File: src/sv/ssis_pkg.sv
package ssis_pkg;

	// Width of the start position register and of the configuration data
	localparam int START_W = 12;

	// Width of the register index on the configuration port
	localparam int IDX_W = 2;

	// Register indexes
	localparam logic [IDX_W-1:0] CFG_DIRECTION = 2'd0;
	localparam logic [IDX_W-1:0] CFG_FILL      = 2'd1;
	localparam logic [IDX_W-1:0] CFG_START     = 2'd2;

	// Direction codes
	localparam logic DIR_STRIP  = 1'b0;
	localparam logic DIR_INSERT = 1'b1;

	// Status fill codes for even slots
	localparam logic [1:0] FILL_IDLE    = 2'd0;
	localparam logic [1:0] FILL_BUSY    = 2'd1;
	localparam logic [1:0] FILL_UNKNOWN = 2'd2;

	// Most status bits sent ahead of one payload bit
	localparam logic [1:0] MAX_STATUS = 2'd2;

	typedef struct packed {
		logic       direction;
		logic [1:0] status_fill;
	} cfg_t;

	typedef struct packed {
		logic out_bit;
		logic is_status;
		logic last_of_run;
	} result_t;

	// Value of one status bit: odd slots and unused fill codes carry unknown (1,0)
	function automatic logic status_bit(input logic [1:0] fill, input logic odd,
			input logic second);
		logic b0;
		logic b1;
		b0 = 1'b1;
		b1 = 1'b0;
		if (!odd) begin
			case (fill)
				FILL_IDLE: begin
					b0 = 1'b1;
					b1 = 1'b1;
				end
				FILL_BUSY: begin
					b0 = 1'b0;
					b1 = 1'b1;
				end
				default: begin
					b0 = 1'b1;
					b1 = 1'b0;
				end
			endcase
		end
		return second ? b1 : b0;
	endfunction

endpackage

File: src/sv/ssis_div.sv
// Remainder and quotient parity of a division by a constant, by reciprocal
// multiplication: the product with the scaled reciprocal is registered first,
// then the quotient is taken from its upper bits and multiplied back to form the
// remainder. The reciprocal is exact for every NW-bit dividend.
module ssis_div #(
	parameter int DIVISOR = 72,
	parameter int NW      = 12
) (
	input  logic          clk,
	input  logic          arst_n,
	input  logic          start,
	input  logic [NW-1:0] dividend,
	output logic          busy,
	output logic          done,
	output logic [NW-1:0] rem,
	output logic          qlsb
);

	localparam int     LW    = $clog2(DIVISOR);
	localparam int     SH    = NW + LW;
	localparam int     MW    = NW + 2;
	localparam int     PRW   = NW + MW;
	localparam longint RECIP = ((longint'(1) << SH) + longint'(DIVISOR) - 1) /
			longint'(DIVISOR);
	localparam logic [MW-1:0] RECIP_M = MW'(RECIP);
	localparam logic [NW-1:0] DIV_N   = NW'(DIVISOR);

	logic [NW-1:0]  x_s1;
	logic [PRW-1:0] prod_s1;
	logic           busy_q;
	logic           done_q;
	logic [NW-1:0]  rem_q;
	logic           qlsb_q;

	logic [NW-1:0]  quo;
	logic [NW-1:0]  back;
	logic [NW-1:0]  rem_d;

	// Take the quotient from the product and form the remainder
	always_comb begin
		quo   = NW'(prod_s1 >> SH);
		back  = quo * DIV_N;
		rem_d = x_s1 - back;
	end

	// Advance the control
	always_ff @(posedge clk or negedge arst_n) begin
		if (!arst_n) begin
			busy_q <= 1'b0;
			done_q <= 1'b0;
		end else begin
			busy_q <= start;
			done_q <= busy_q;
		end
	end

	// Hold the dividend and its product, then the remainder
	always_ff @(posedge clk) begin
		if (start) begin
			x_s1    <= dividend;
			prod_s1 <= PRW'(dividend) * PRW'(RECIP_M);
		end
		if (busy_q) begin
			rem_q  <= rem_d;
			qlsb_q <= quo[0];
		end
	end

	assign busy = busy_q;
	assign done = done_q;
	assign rem  = rem_q;
	assign qlsb = qlsb_q;

endmodule

File: src/sv/ssis_engine.sv
// Input register, frame position tracker and result register.
module ssis_engine #(
	parameter int STATUS_FIRST   = 70,
	parameter int STATUS_PERIOD  = 72,
	parameter int FRAME_BITS_MAX = 4096,
	parameter int PW             = 12,
	parameter int HW             = 7
) (
	input  logic                  clk,
	input  logic                  arst_n,
	input  ssis_pkg::cfg_t        cfg,
	input  logic                  hold,
	input  logic                  reload,
	input  logic [PW-1:0]         start_pos,
	input  logic [HW-1:0]         start_phase,
	input  logic                  start_odd,
	input  logic                  in_valid,
	output logic                  in_ready,
	input  logic                  in_bit,
	input  logic                  in_last,
	output logic                  res_valid,
	input  logic                  res_ready,
	output ssis_pkg::result_t     res
);

	localparam int CW = (PW + 1 > ssis_pkg::START_W + 1) ? PW + 1 : ssis_pkg::START_W + 1;
	localparam logic [HW-1:0] RST_PHASE = (STATUS_FIRST == 0) ? HW'(0) : HW'(STATUS_PERIOD);

	logic            valid_s1;
	logic            bit_s1;
	logic            last_s1;
	logic [PW-1:0]   pos_q;
	logic [HW-1:0]   phase_q;
	logic            odd_q;
	logic [1:0]      nst_q;
	logic            res_valid_q;
	ssis_pkg::result_t res_q;

	logic            strip;
	logic            at_status;
	logic            ins_status;
	logic            emit;
	logic            out_free;
	logic            step;
	logic            consume;
	ssis_pkg::result_t res_d;
	logic [PW:0]     nxt;
	logic [CW-1:0]   nxt_ext;
	logic [PW-1:0]   adv_pos;
	logic [HW-1:0]   adv_phase;
	logic            adv_odd;

	// Decide what this cycle does with the held item
	always_comb begin
		strip      = cfg.direction == ssis_pkg::DIR_STRIP;
		at_status  = (phase_q == HW'(0)) || (phase_q == HW'(1));
		ins_status = !strip && at_status && (nst_q < ssis_pkg::MAX_STATUS);
		emit       = valid_s1 && (strip ? !at_status : 1'b1);
		out_free   = !res_valid_q || res_ready;
		step       = valid_s1 && (!emit || out_free);
		consume    = step && (strip || !ins_status);
		in_ready   = !hold && (!valid_s1 || consume);
		if (ins_status) begin
			res_d.out_bit     = ssis_pkg::status_bit(cfg.status_fill, odd_q,
					phase_q == HW'(1));
			res_d.is_status   = 1'b1;
			res_d.last_of_run = 1'b0;
		end else begin
			res_d.out_bit     = bit_s1;
			res_d.is_status   = 1'b0;
			res_d.last_of_run = 1'b1;
		end
	end

	// Advance the frame position by one bit
	always_comb begin
		nxt       = {1'b0, pos_q} + 1'b1;
		nxt_ext   = CW'(nxt);
		adv_pos   = nxt[PW-1:0];
		adv_phase = phase_q;
		adv_odd   = odd_q;
		if (nxt == (PW+1)'(FRAME_BITS_MAX)) begin
			adv_pos   = '0;
			adv_phase = RST_PHASE;
			adv_odd   = 1'b0;
		end else if (nxt_ext < CW'(STATUS_FIRST)) begin
			adv_phase = HW'(STATUS_PERIOD);
			adv_odd   = 1'b0;
		end else if (nxt_ext == CW'(STATUS_FIRST)) begin
			adv_phase = '0;
			adv_odd   = 1'b0;
		end else if (phase_q == HW'(STATUS_PERIOD - 1)) begin
			adv_phase = '0;
			adv_odd   = !odd_q;
		end else begin
			adv_phase = phase_q + 1'b1;
		end
	end

	// Track the frame position; restart it on a reload or after the last input of a frame
	always_ff @(posedge clk or negedge arst_n) begin
		if (!arst_n) begin
			pos_q   <= '0;
			phase_q <= RST_PHASE;
			odd_q   <= 1'b0;
			nst_q   <= '0;
		end else begin
			if (reload || (consume && last_s1)) begin
				pos_q   <= start_pos;
				phase_q <= start_phase;
				odd_q   <= start_odd;
			end else if (step) begin
				pos_q   <= adv_pos;
				phase_q <= adv_phase;
				odd_q   <= adv_odd;
			end
			if (consume) begin
				nst_q <= '0;
			end else if (step && ins_status) begin
				nst_q <= nst_q + 1'b1;
			end
		end
	end

	// Hold the accepted input transaction
	always_ff @(posedge clk or negedge arst_n) begin
		if (!arst_n) begin
			valid_s1 <= 1'b0;
		end else if (in_valid && in_ready) begin
			valid_s1 <= 1'b1;
		end else if (consume) begin
			valid_s1 <= 1'b0;
		end
	end

	always_ff @(posedge clk) begin
		if (in_valid && in_ready) begin
			bit_s1  <= in_bit;
			last_s1 <= in_last;
		end
	end

	// Hold the result until the output transaction completes
	always_ff @(posedge clk or negedge arst_n) begin
		if (!arst_n) begin
			res_valid_q <= 1'b0;
		end else if (step && emit) begin
			res_valid_q <= 1'b1;
		end else if (res_ready) begin
			res_valid_q <= 1'b0;
		end
	end

	always_ff @(posedge clk) begin
		if (step && emit) begin
			res_q <= res_d;
		end
	end

	assign res_valid = res_valid_q;
	assign res       = res_q;

endmodule

File: src/sv/status_symbol_insert_strip.sv
// Status bit insertion and removal for a bit-serial frame stream. In strip mode
// (direction 0) one frame bit is taken per cycle while the output is not stalled,
// and bits at status positions are dropped. In insert mode (direction 1) one
// payload bit is taken per cycle under the same condition unless a status pair is
// due: the pair goes out first, one bit per cycle through the single result
// register. Even slots carry the configured fill, odd slots unknown (1,0). An
// input with tlast restarts the frame at start_position. Writing start_position
// holds off input while two constant dividers reduce the start position modulo
// the frame length and then, unless it lies ahead of the first status pair, its
// offset from STATUS_FIRST modulo the status period.
module status_symbol_insert_strip #(
	parameter int STATUS_FIRST   = 70,
	parameter int STATUS_PERIOD  = 72,
	parameter int FRAME_BITS_MAX = 4096
) (
	input  logic                          clk,
	input  logic                          arst_n,
	input  logic                          cfg_we,
	input  logic [ssis_pkg::IDX_W-1:0]    cfg_index,
	input  logic [ssis_pkg::START_W-1:0]  cfg_wdata,
	input  logic                          s_tvalid,
	output logic                          s_tready,
	input  logic [7:0]                    s_tdata,   // [0] data_bit, [7:1] zero
	input  logic                          s_tlast,
	output logic                          m_tvalid,
	input  logic                          m_tready,
	output logic [7:0]                    m_tdata,   // [0] out_bit, [7:1] zero
	output logic                          m_tuser,   // [0] is_status
	output logic                          m_tlast
);

	localparam int PW   = $clog2(FRAME_BITS_MAX);
	localparam int HW   = $clog2(STATUS_PERIOD + 1);
	localparam int SW   = ssis_pkg::START_W;
	localparam logic [HW-1:0] RST_PHASE = (STATUS_FIRST == 0) ? HW'(0) : HW'(STATUS_PERIOD);

	typedef enum logic [2:0] {
		SEQ_IDLE = 3'b001,
		SEQ_MODF = 3'b010,
		SEQ_MODP = 3'b100
	} seq_t;

	seq_t              seq_q;
	ssis_pkg::cfg_t    cfg_q;
	logic [PW-1:0]     start_pos_q;
	logic [HW-1:0]     start_phase_q;
	logic              start_odd_q;
	logic              ld_q;

	logic              kick_f;
	logic              kick_p;
	logic              ld_d;
	logic [SW-1:0]     p_dividend;
	logic              f_busy;
	logic              f_done;
	logic [SW-1:0]     f_rem;
	logic              f_qlsb;
	logic              p_busy;
	logic              p_done;
	logic [SW-1:0]     p_rem;
	logic              p_qlsb;
	logic [PW+SW-1:0]  rem_ext;
	logic [HW+SW-1:0]  phase_ext;
	logic [SW-1:0]     pos_red;
	logic              below_first;
	logic              hold;
	ssis_pkg::result_t res;

	// Select the divider operands and start strobes for each pass, and the input hold
	always_comb begin
		rem_ext     = {{PW{1'b0}}, f_rem};
		phase_ext   = {{HW{1'b0}}, p_rem};
		pos_red     = f_rem;
		below_first = pos_red < SW'(STATUS_FIRST);
		kick_f      = cfg_we && (cfg_index == ssis_pkg::CFG_START);
		kick_p      = (seq_q == SEQ_MODF) && f_done && !below_first && !kick_f;
		ld_d        = !kick_f && (((seq_q == SEQ_MODF) && f_done && below_first) ||
				((seq_q == SEQ_MODP) && p_done));
		p_dividend  = pos_red - SW'(STATUS_FIRST);
		hold        = (seq_q != SEQ_IDLE) || ld_q;
	end

	// Take configuration writes
	always_ff @(posedge clk or negedge arst_n) begin
		if (!arst_n) begin
			cfg_q.direction   <= ssis_pkg::DIR_STRIP;
			cfg_q.status_fill <= ssis_pkg::FILL_IDLE;
		end else if (cfg_we) begin
			if (cfg_index == ssis_pkg::CFG_DIRECTION) begin
				cfg_q.direction <= cfg_wdata[0];
			end
			if (cfg_index == ssis_pkg::CFG_FILL) begin
				cfg_q.status_fill <= cfg_wdata[1:0];
			end
		end
	end

	// Sequence the start position reduction and reload the frame state
	always_ff @(posedge clk or negedge arst_n) begin
		if (!arst_n) begin
			seq_q         <= SEQ_IDLE;
			ld_q          <= 1'b0;
			start_pos_q   <= '0;
			start_phase_q <= RST_PHASE;
			start_odd_q   <= 1'b0;
		end else begin
			ld_q <= ld_d;
			if (kick_f) begin
				seq_q <= SEQ_MODF;
			end else begin
				unique case (seq_q)
					SEQ_IDLE: begin
						seq_q <= SEQ_IDLE;
					end
					SEQ_MODF: begin
						if (f_done) begin
							start_pos_q <= rem_ext[PW-1:0];
							if (below_first) begin
								start_phase_q <= HW'(STATUS_PERIOD);
								start_odd_q   <= 1'b0;
								seq_q         <= SEQ_IDLE;
							end else begin
								seq_q <= SEQ_MODP;
							end
						end
					end
					SEQ_MODP: begin
						if (p_done) begin
							start_phase_q <= phase_ext[HW-1:0];
							start_odd_q   <= p_qlsb;
							seq_q         <= SEQ_IDLE;
						end
					end
					default: begin
						seq_q <= SEQ_IDLE;
					end
				endcase
			end
		end
	end

	ssis_div #(
		.DIVISOR (FRAME_BITS_MAX),
		.NW      (SW)
	) u_div_frame (
		.clk      (clk),
		.arst_n   (arst_n),
		.start    (kick_f),
		.dividend (cfg_wdata),
		.busy     (f_busy),
		.done     (f_done),
		.rem      (f_rem),
		.qlsb     (f_qlsb)
	);

	ssis_div #(
		.DIVISOR (STATUS_PERIOD),
		.NW      (SW)
	) u_div_period (
		.clk      (clk),
		.arst_n   (arst_n),
		.start    (kick_p),
		.dividend (p_dividend),
		.busy     (p_busy),
		.done     (p_done),
		.rem      (p_rem),
		.qlsb     (p_qlsb)
	);

	ssis_engine #(
		.STATUS_FIRST   (STATUS_FIRST),
		.STATUS_PERIOD  (STATUS_PERIOD),
		.FRAME_BITS_MAX (FRAME_BITS_MAX),
		.PW             (PW),
		.HW             (HW)
	) u_engine (
		.clk         (clk),
		.arst_n      (arst_n),
		.cfg         (cfg_q),
		.hold        (hold),
		.reload      (ld_q),
		.start_pos   (start_pos_q),
		.start_phase (start_phase_q),
		.start_odd   (start_odd_q),
		.in_valid    (s_tvalid),
		.in_ready    (s_tready),
		.in_bit      (s_tdata[0]),
		.in_last     (s_tlast),
		.res_valid   (m_tvalid),
		.res_ready   (m_tready),
		.res         (res)
	);

	assign m_tdata = {7'b0, res.out_bit};
	assign m_tuser = res.is_status;
	assign m_tlast = res.last_of_run;

	// No input transaction while the frame state is being reloaded
	a_hold_blocks_input: assert property (@(posedge clk) disable iff (!arst_n)
		hold |-> !s_tready)
		else $error("input accepted during start position reload");

	// An inserted status bit never ends the results of an input
	a_status_not_last: assert property (@(posedge clk) disable iff (!arst_n)
		(m_tvalid && m_tuser) |-> !m_tlast)
		else $error("status bit marked last");

	// The dividers only run while the sequencer waits for them
	a_div_owned: assert property (@(posedge clk) disable iff (!arst_n)
		(seq_q == SEQ_IDLE) |-> !(f_busy || p_busy))
		else $error("divider running with idle sequencer");

endmodule
File: config.mk
export PLATFORM = sky130hd
export DESIGN_NAME = status_symbol_insert_strip
export DESIGN_NICKNAME = d
export VERILOG_FILES = /design/src/sv/ssis_pkg.sv /design/src/sv/ssis_div.sv /design/src/sv/ssis_engine.sv /design/src/sv/status_symbol_insert_strip.sv
export SDC_FILE = /design/constraint.sdc
export NUM_CORES = 1
export LEC_CHECK = 0
export BUFFER_PORTS_ARGS = -buffer_cell sky130_fd_sc_hd__buf_4
export CAP_MARGIN = 30
export CORE_ASPECT_RATIO = 1.75
export CORE_MARGIN = 10
export CORE_UTILIZATION = 35
export CTS_CLUSTER_DIAMETER = 30
export DETAILED_ROUTE_END_ITERATION = 8
export GPL_TIMING_DRIVEN = 0
export SKIP_LAST_GASP = 1
export SYNTH_ARGS = -nofsm -noshare
export SYNTH_HDL_FRONTEND = slang
export SYNTH_SLANG_ARGS = --single-unit
File: constraint.sdc
create_clock -name clk -period 10.6 [get_ports clk]
set_input_delay 0.53 -clock clk [delete_from_list [all_inputs] [get_ports clk]]
set_output_delay 0.53 -clock clk [all_outputs]
set_load 0.02 [all_outputs]
==> key figures <==
Detailed routing
  – Antenna-violating nets left: 0
  – WL final: 14.7 mm
  – DRT Pass-1 Iters: 4
  – Iter 0 DRT Violations: 210
  – Vias per inst: 5.09
  – Vias: 4483
  – DRC: 0
  – WL/cell: 16.7 um

Floorplan
  – Die area: 25000 sq um
  – Die W: 124 um
  – Io pins: 40
  – Core area: 18600 sq um
  – Die height: 202 um
  – Starting density of the core: 35.6%
  – Row Count: 66

Place
  – Placer Congestion: 0.888
  – Dpl cell area: 7130 sq um
  – Placed cell count: 865
  – Post-DP HPWL: 11.9 mm
  – Port bufs: 25

Clock network
  – Post-CTS Hold Fix Bufs: 0
  – TritonCTS clock tree: built
  – Clock-pin slew on the worst setup and hold paths: 0.07 ns
  – CTS max path bufs: 2
  – Worst skew pair latency: 0.35 ns
  – Post_cts resized: 0
  – Cts bufs inserted: 9
  – TritonCTS Sinks: 103
  – Clock root cell: clkbuf_16
  – H-Tree Depth: 3
  – Post CTS Setup Buffer Count: 0

Finish
  – Layout Nets: 757
  – Storage cell area: 2820 sq um
  – Layout Cells excl Fill: 881
  – FILL cells: 1777
  – Finished Cell Area: 7410 sq um
  – Post-layout util: 39.9%
  – Share of layout cells above drive strength 1: 13.4%
  – Commonest cells after routing, fill and taps aside: inv_1, ha_1, dfrtp_1
  – Number of diodes: 0
  – Area of the multi-input gates: 3410 sq um
  – Commonest non-fill, non-tap cell in the layout: inv_1
  – Area Growth Syn to Fin: 12.0%

Timing
  – Minimum clock period: 6.89 ns
  – Slew margin rel.: 34.6%
  – Final hold viol count: 0
  – Final critical-path share of the clock period: 65.0%
  – Setup Viol. Count Final: 0
  – Max-slew violation count: 0
  – Maximum clock frequency: 145 MHz
  – Measured slew at the worst slew-check pin: 0.974 ns
  – Max Clock Skew: 0.00845 ns
  – Total negative slack: 0 ns
  – RSZ-0062 raised after global routing: no

Logic synthesis
  – Post-synth top area cell: edfxtp_1
  – Main synth FF type: dfrtp_1
  – Sequential share of the synthesized area: 42.7%
  – Ranking of synthesized cells by area: edfxtp_1, dfrtp_1, ha_1
  – Syn Area/Cell: 11.1 sq um
  – Yosys top cell area share: 21.8%
  – Async S/R FF share, synth: 53.4%
  – Synthesized flop and latch total: 103
  – EDFF count, synth: 48
  – Post-synthesis cell count: 595
  – Yosys warns: 0
  – Synthesized area: 6610 sq um
  – Post-synth cell types: 66

Min path
  – Tightest Hold Check Type: in -> async

Power and ir drop
  – Static leakage: 0.00327 uW
  – Power density over the cells: 237 nW/um^2
  – Worst VDD drop: 0.187 mV

Global route
  – Initial antenna violation count: 0
  – Global Route Usage Sum: 12.2%
  – Number of global-route vias before repair: 4839
  – Largest net degree at the start of global routing: 56
  – First-pass GRT wire length: 24.2 mm
  – GRT overflow: 0

Worst setup path
  – Startpoint types: register
  – Critical Path RT: 10.70 ns
  – Crit path max-delay cell type: fa_1
  – Crit. End Element: register
  – CP peak stage delay: 0.63 ns
  – WP data arrival: 6.99 ns
  – Family with the most delay on the worst path: adder cells
  – CP max FO: 6
  – CP most frequent cell: inv_1
  – Worst path bufs/invs: 6
  – Kind of critical path: reg -> reg
  – Crit-path cells: ha_1 -> o41ai_1 -> xor2_1 -> inv_1 -> fa_1 -> inv_1 -> ha_1 -> inv_1 -> fa_1 -> inv_1 -> fa_1 -> inv_1 -> fa_1 -> inv_1 -> ha_1 -> nand4_1 -> nor2_1 -> o311ai_0 -> a41oi_1 -> nor4_1 -> a311o_1

Run status
  – Status: finished clean

Flow run
  – Max-cap viol count: 0
-- synthesized netlist by cell type (3+ instances only) --
master and instances:
o211ai_1 4, a31oi_1 3, nand3b_1 3, o22ai_1 4, fa_1 21, dfrtp_1 50
nand3_1 17, buf_4 8, inv_1 76, nor3b_1 4, or2_2 3, o21ai_0 13
o21ai_1 10, nor4_1 7, mux2_2 15, a21o_1 8, a22o_1 6, dfstp_2 5
nor3_1 6, nor2_1 32, and2_1 3, nand4_1 8, clkbuf_1 10, a211oi_1 4
ha_1 70, xor2_1 15, nand2_1 28, o31ai_1 6, xnor2_1 33, nand2b_1 6
a21oi_1 14, and3_1 3, nor2b_1 4, a22oi_1 11, edfxtp_1 48
-- routing by layer --
layer / global-route usage, % / up-vias / wire [um]
met1: 11.9 / 2183 / 5240
met3: 2.15 / 35 / 555
li1: - / 2175 / -
met2: 22.8 / 90 / 8170
met5: 0 / - / 0
met4: 7.35 / 0 / 775
-- final timing paths --
check	endpoint	from	slack (ns)	depth (start not counted)
worst max-delay path	u_div_period.prod_s1[22]$_DFFE_PP_	u_div_frame.rem[2]$_DFFE_PP_	3.71	21
worst min-delay path	u_engine.res_valid$_DFFE_PN0P_	arst_n	0.24	1
worst max register to register	u_div_period.prod_s1[22]$_DFFE_PP_	u_div_frame.rem[2]$_DFFE_PP_	3.71	21
worst min register to register	u_div_frame.rem[4]$_DFFE_PP_	u_div_frame.x_s1[4]$_DFFE_PP_	0.42	0
max in group asynchronous	start_pos_q[9]$_DFFE_PN0P_	arst_n	9.87	1
min in group clk	u_div_frame.x_s1[5]$_DFFE_PP_	cfg_wdata[5]	0.36	1
-- report_power, final --
group / switching [uW] / total (uW) / internal (uW)
combinational: 513 / 889 / 376
sequential: 55.4 / 549 / 493
clock: 152 / 314 / 162
total: 720 / 1750 / 1030
-- layout make-up --
| class | instances | share of cell area, % |
|---|---|---|
| multi-input combinational | 402 | 46.1 |
| sequential | 103 | 38.1 |
| tap | 238 | 4.02 |
| inverter | 76 | 3.85 |
| clock buffer | 9 | 3.04 |
| timing repair buffer | 26 | 2.64 |
| buffer | 20 | 1.54 |
| clock inverter | 7 | 0.710 |
-- per-stage QoR --
| step | power [uW] | hold WS, ns | worst slack (ns) |
|---|---|---|---|
| 2_1_floorplan | 1200 | 0.234 | 4.80 |
| 3_3_place_gp | 1410 | 0.401 | 3.78 |
| 3_5_place_dp | 1450 | 0.405 | 3.71 |
| 4_1_cts | 1770 | 0.267 | 3.67 |
| 5_1_grt | 1920 | 0.291 | 3.43 |
| 6_report | 1750 | 0.240 | 3.71 |
-- sequential cells by signal (all words and copies together), names as in the netlist, 4 cells and up --
signal	count
u_engine.pos_q	12
u_engine.phase_q	7
start_phase_q	7
u_div_frame.rem	12
u_div_period.x_s1	7
u_div_period.rem	7
u_div_frame.x_s1	12
u_div_period.prod_s1	4
start_pos_q	12
-- kinds of logic (layout without fill, tap and decap cells) --
logic type / count (synthesis) / after routing / synth area share [%]
adders and majority gates: 92 / 92 / 19.8
DFF: 103 / 103 / 42.7
xor gates and xnor gates: 48 / 48 / 6.36
and+or+nand+nor: 134 / 134 / 10.6
other: 1 / 7 / 0.0567
AOI/OAI and AO/OA: 105 / 105 / 11.8
muxes: 16 / 16 / 2.71
buffers and inverters: 96 / 138 / 6.04
Power figures use the tool's default switching activity.
